$ cat src/csa_ram.sv
// ----------------------------------------------------------------------------
// csa_ram
// Simple dual-port RAM, one write and one registered read per cycle.
// ----------------------------------------------------------------------------
`timescale 1ns / 1ps

module csa_ram #(
    parameter int WIDTH = 9,
    parameter int AW    = 8
) (
    input  logic             aclk,
    input  logic             we,
    input  logic [AW-1:0]    waddr,
    input  logic [WIDTH-1:0] wdata,
    input  logic [AW-1:0]    raddr,
    output logic [WIDTH-1:0] rdata
);

    logic [WIDTH-1:0] mem [(1 << AW)];

    always_ff @(posedge aclk) begin
        if (we) begin
            mem[waddr] <= wdata;
        end
        rdata <= mem[raddr];
    end

endmodule

$ cat config.mk
export PLATFORM = sky130hd
export DESIGN_NAME = csa_ram
export DESIGN_NICKNAME = d
export VERILOG_FILES = /design/src/csa_ram.sv
export SDC_FILE = /design/constraint.sdc
export NUM_CORES = 2
export LEC_CHECK = 0
export BUFFER_PORTS_ARGS = -buffer_cell sky130_fd_sc_hd__buf_2
export CORE_MARGIN = 2
export CORE_UTILIZATION = 60
export CTS_CLUSTER_DIAMETER = 50
export DETAILED_ROUTE_END_ITERATION = 8
export GPL_ROUTABILITY_DRIVEN = 0
export MAX_ROUTING_LAYER = met4
export PLACE_DENSITY = 0.74
export SYNTH_ARGS = -nofsm -noshare
export SYNTH_HDL_FRONTEND = slang
export SYNTH_SLANG_ARGS = --single-unit
$ cat constraint.sdc
create_clock -name aclk -period 2.4 [get_ports aclk]
set_input_delay 0.24 -clock aclk [delete_from_list [all_inputs] [get_ports aclk]]
set_output_delay 0.24 -clock aclk [all_outputs]
set_load 0.005 [all_outputs]
==> After elaboration in Yosys (flattened, before gate mapping) <==
Memories as Yosys holds them, arrays and structs flattened. A register that Yosys moved wholly into a read port is not among the register bits.
Cells that the tools add are included.
W data, S select, Z words.
{ "classes": {"add_sub_neg": 0, "mul": 0, "div_mod_pow": 0, "magnitude_cmp": 0, "n_eq_ne": 0, "shift": 0, "n_mux": 2, "n_bitwise": 0, "n_reduce_logical": 0} }
{ "op_table": {"columns": ["cell", "n"], "rows": [
  ["$mux W1", 2]
]} }
{ "word_totals": {"regBits": 0, "latchBits": 0, "ram_bits": 2304, "rom_bits": 0, "input_bits": 27, "out_inout_bits": 9, "memories": 1} }
{ "mem_list": {"columns": ["memory", "words", "width", "rd", "rd_ports_with_merged_regs", "write_ports", "line", "source"], "rows": [
  ["mem", 256, 9, 1, 1, 1, "19", "logic [WIDTH-1:0] mem [(1 << AW)];"]
]} }

==> Depth between registers and ports, before layout <==
{ "depth": {"depth_word": 2, "ltp_mapped": 11, "mapped_depth_nobuf": 6} }

==> Worst setup path before layout <==
OpenSTA, ideal clock, no wires.
{ "synth_timing": {"kind": "in2reg", "from": "in waddr[3]", "to": "mem mem[235][0], enable pin", "setup_ns": 0.374, "arrival_time_ns": 1.727, "required_ns": 2.026, "slack_ns": 0.299, "stages": 6, "path_buffers": 3, "path_cell_list": "clkbuf_1 -> nor2b_1 -> clkbuf_1 -> nand4_1 -> clkbuf_1 -> nor2_1"} }
{ "synth_lines": {"columns": ["element", "line", "source"], "rows": [
  ["from (decl)", "13", "input logic [AW-1:0] waddr,"],
  ["to (decl)", "19", null]
]} }
Straight into the memory's write port.

==> qor.txt <==
Die width: 390 um
Initial Util: 0.605
LEAKAGE: 0.0340 uW
Final min period: 2430 ps
CP max FO: 1
Vias/cell: 6.73
Final hold vios: 0
Ys flop type: edfxtp_1
CP Cell Sequence: mux4_2 > o22ai_1 > nor3_1 > nor4_1 > buf_4 > nor4_1
Number of global-route vias before repair: 47,126
Worst EP arrival: 3160 ps
Worst r2r src: mem[79][2]
Synthesized cell area: 0.0893 mm2
Final WS setup: -32.8 ps
CP top delay family: simple AND/OR/NAND/NOR gates
R2R depth: 6
Synth Net Count: 4,264
P per Cell Area: 797 mW/mm2
Global-route usage over all layers: 0.314
Top Ports: 36
Mapped Cells: 4,237
Ratio of cells with drive above 1 in the final layout: 0.307
H-tree Lvls: 4
Global-route wire length before repair: 329 mm
VDD IR max: 767 uV
Pre-Repair DR Iteration Count: 6
Fmax: 0.411 GHz
I/O Buffers: 35
Endpoint, Worst Hold: mem[211][4]
Crit end category: register
Buf/Inv on CP: 1
CP peak stage delay: 680 ps
Row count: 141
Cell taking the most area after synthesis: edfxtp_1
Sequential share of the synthesized area: 0.777
Slew margin rel.: 0.354
Max-slew violations: 0
Async set-reset flop share out of synthesis: 0
Worst R2R Setup Slack: -30 ps
DRC: 0
Synth top area share: 0.775
Die area: 0.152 mm2
CP Depth: 6
Clk sink count: 2,313
Yosys Warn Count: 0
Grt ovf: 0
Clk pin slew, worst setup/hold paths: 60 ps
Status: complete, but fails checks
Post-detail-place hpwl: 143 mm
Worst Path Required: 3130 ps
Critical R2R Capture: rdata[2]
Post-synthesis register bit count: 2,313
Most used cell, CP: nor4_1
ANT nets after route: 0
Critical path launch point type: register
# setup viols final: 1
Unique cell type count in the Yosys netlist: 57
Initial antenna violation count: 15
Critical path type: reg2reg
Slew @ Worst Pin: 956 ps
Failing checks: negative setup slack
Via count: 47,720
Total power: 83,000 uW
CTS tree: done
Total of max-cap violations: 0
Initial DRC Count: 7,558
Tcrit/Tclk final: 1.01
Later-pin clock latency in the skew report: 860 ps
Synth-to-layout area growth: 16.6%
Avg Inst Size Synth: 21.1 um2
Slowest cell on crit path: nor4_1
Wire per inst: 32.3 um
Largest net degree at the start of global routing: 104
Root Buffer: clkbuf_16
WL final: 229 mm
Final cell count without fillers: 7,086
Post-synth EDFFs: 2,304
Core area: 0.148 mm2
Hold depth: 4
Synth area leaders: edfxtp_1 77%, mux4_2 12%, mux2i_1 2.0%
Maximum buffer depth of the clock tree: 3
Fin nets: 4,985
Die Ht: 390 um
CTS Buf Count: 217
HP Class: in2reg
Final setup skew: 33.6 ps
Placed Cells: 6,661
RSZ-0062 raised after global routing: false
Hold path start: waddr[1]
[registers in the layout, indices dropped and copies added (netlist names)]
register,flops
mem,2304
rdata,9
[metal layers]
| metal | up-vias | share of wire | track usage |
|---|---|---|---|
| met5 | - | 0 | - |
| met2 | 3388 | 0.47 | 0.463 |
| met3 | 445 | 0.13 | 0.0742 |
| li1 | 19259 | - | - |
| met4 | 0 | 0.036 | 0.107 |
| met1 | 24628 | 0.37 | 0.440 |
[layout make-up]
class / instances / area [um2]
inverter: 2 / 7.51
sequential: 2313 / 69400
clock inverter: 140 / 1350
tap: 1930 / 2410
antenna: 17 / 42.5
timing repair buffer: 761 / 6840
multi-input combinational: 1663 / 18500
clock buffer: 260 / 5660
fill: 8447 / 43500
[cells in the mapped netlist, drive strengths merged (21+ instances only)]
master and n:
edfxtp 2304, mux4 476, nor2 305, mux2i 177, a22oi 174, buf 139
clkbuf 120, a21oi 98, o22ai 65, nand2 40, o21ai 36, o221ai 36
nand3 31, nor2b 28, nor4 27, a211oi 26, mux2 21, nor3 21
[cells by family after synthesis]
kind of cell / Yosys count / synth area share
AO/OA/AOI/OAI: 489 / 0.0375
multiplexers: 674 / 0.143
flip-flops: 2313 / 0.777
AND/OR/NAND/NOR: 500 / 0.0250
buffers and inverters: 261 / 0.0175
[per-stage QoR]
| stage | util | setup slack, ps | hold WS, ps | instance area (um2) | TNS (ps) |
|---|---|---|---|---|---|
| 2_1_floorplan | - | 299 | 339 | 89300 | 0 |
| 3_3_place_gp | 0.656 | -1260 | 642 | 96900 | -6050 |
| 4_1_cts | 0.705 | 9.68 | 12.4 | 104000 | 0 |
| 3_5_place_dp | 0.657 | -891 | 647 | 96900 | -6000 |
| 6_report | 0.705 | -32.8 | 60.0 | 104000 | -32.8 |
| 5_1_grt | 0.705 | 9.01 | 70.2 | 104000 | 0 |
[timing repair]
| item | in CTS | in global routing |
|---|---|---|
| endpoints found under the setup margin | 5 | 6 |
| hold buffers | 8 | 0 |
| pin swaps | 0 | 2 |
| setup buffers | 0 | 0 |
| hold endpoints to repair | 532 | 0 |
| resized for setup | 5 | 7 |
[cells in the final DEF (no fill, tap or decap), drive strengths merged, types with 3 or more instances in the layout]
cell type / n
edfxtp: 2304
buf: 748
mux4: 476
nor2: 305
clkbuf: 265
mux2i: 177
a22oi: 174
clkinv: 104
a21oi: 98
o22ai: 65
nand2: 40
o221ai: 36
o21ai: 36
nand3: 31
nor2b: 28
nor4: 27
a211oi: 26
mux2: 21
bufinv: 21
nor3: 21
diode: 17
inv: 12
nand4: 11
a221oi: 11
a31oi: 10
nand2b: 9
dfxtp: 9
a22o: 8
o31a: 8
dlygate4sd3: 8
or2: 6
clkinvlp: 5
and3b: 4
nor3b: 4
nand3b: 3
a32oi: 3
and3: 3
o32ai: 3
a211o: 3
a311oi: 3
[tightest hold or removal path, cell delays in order]
cell	delay (ps)
buf_2	160
nand4_1	130
buf_4	150
nor2_1	70
[power breakdown]
part	internal, uW	total (uW)	leakage [uW]	switching [uW]
clock	19100	33800	0.00344	14700
sequential	44500	44600	0.0208	95.8
combinational	1810	4640	0.00977	2830
total	65400	83000	0.0340	17600
[how the worst max path moves through the flow]
stage / from / endpoint / slack, ps
global route: mem[57][4] / rdata[4] / 9
finish: mem[79][2] / rdata[2] / -30
detailed placement: raddr[0] / rdata[8] / -890
global placement: raddr[0] / rdata[0] / -1260
CTS: mem[79][2] / rdata[2] / 10
floorplan: waddr[3] / mem[235][0] / 300
(Power assumes the default switching activity.)
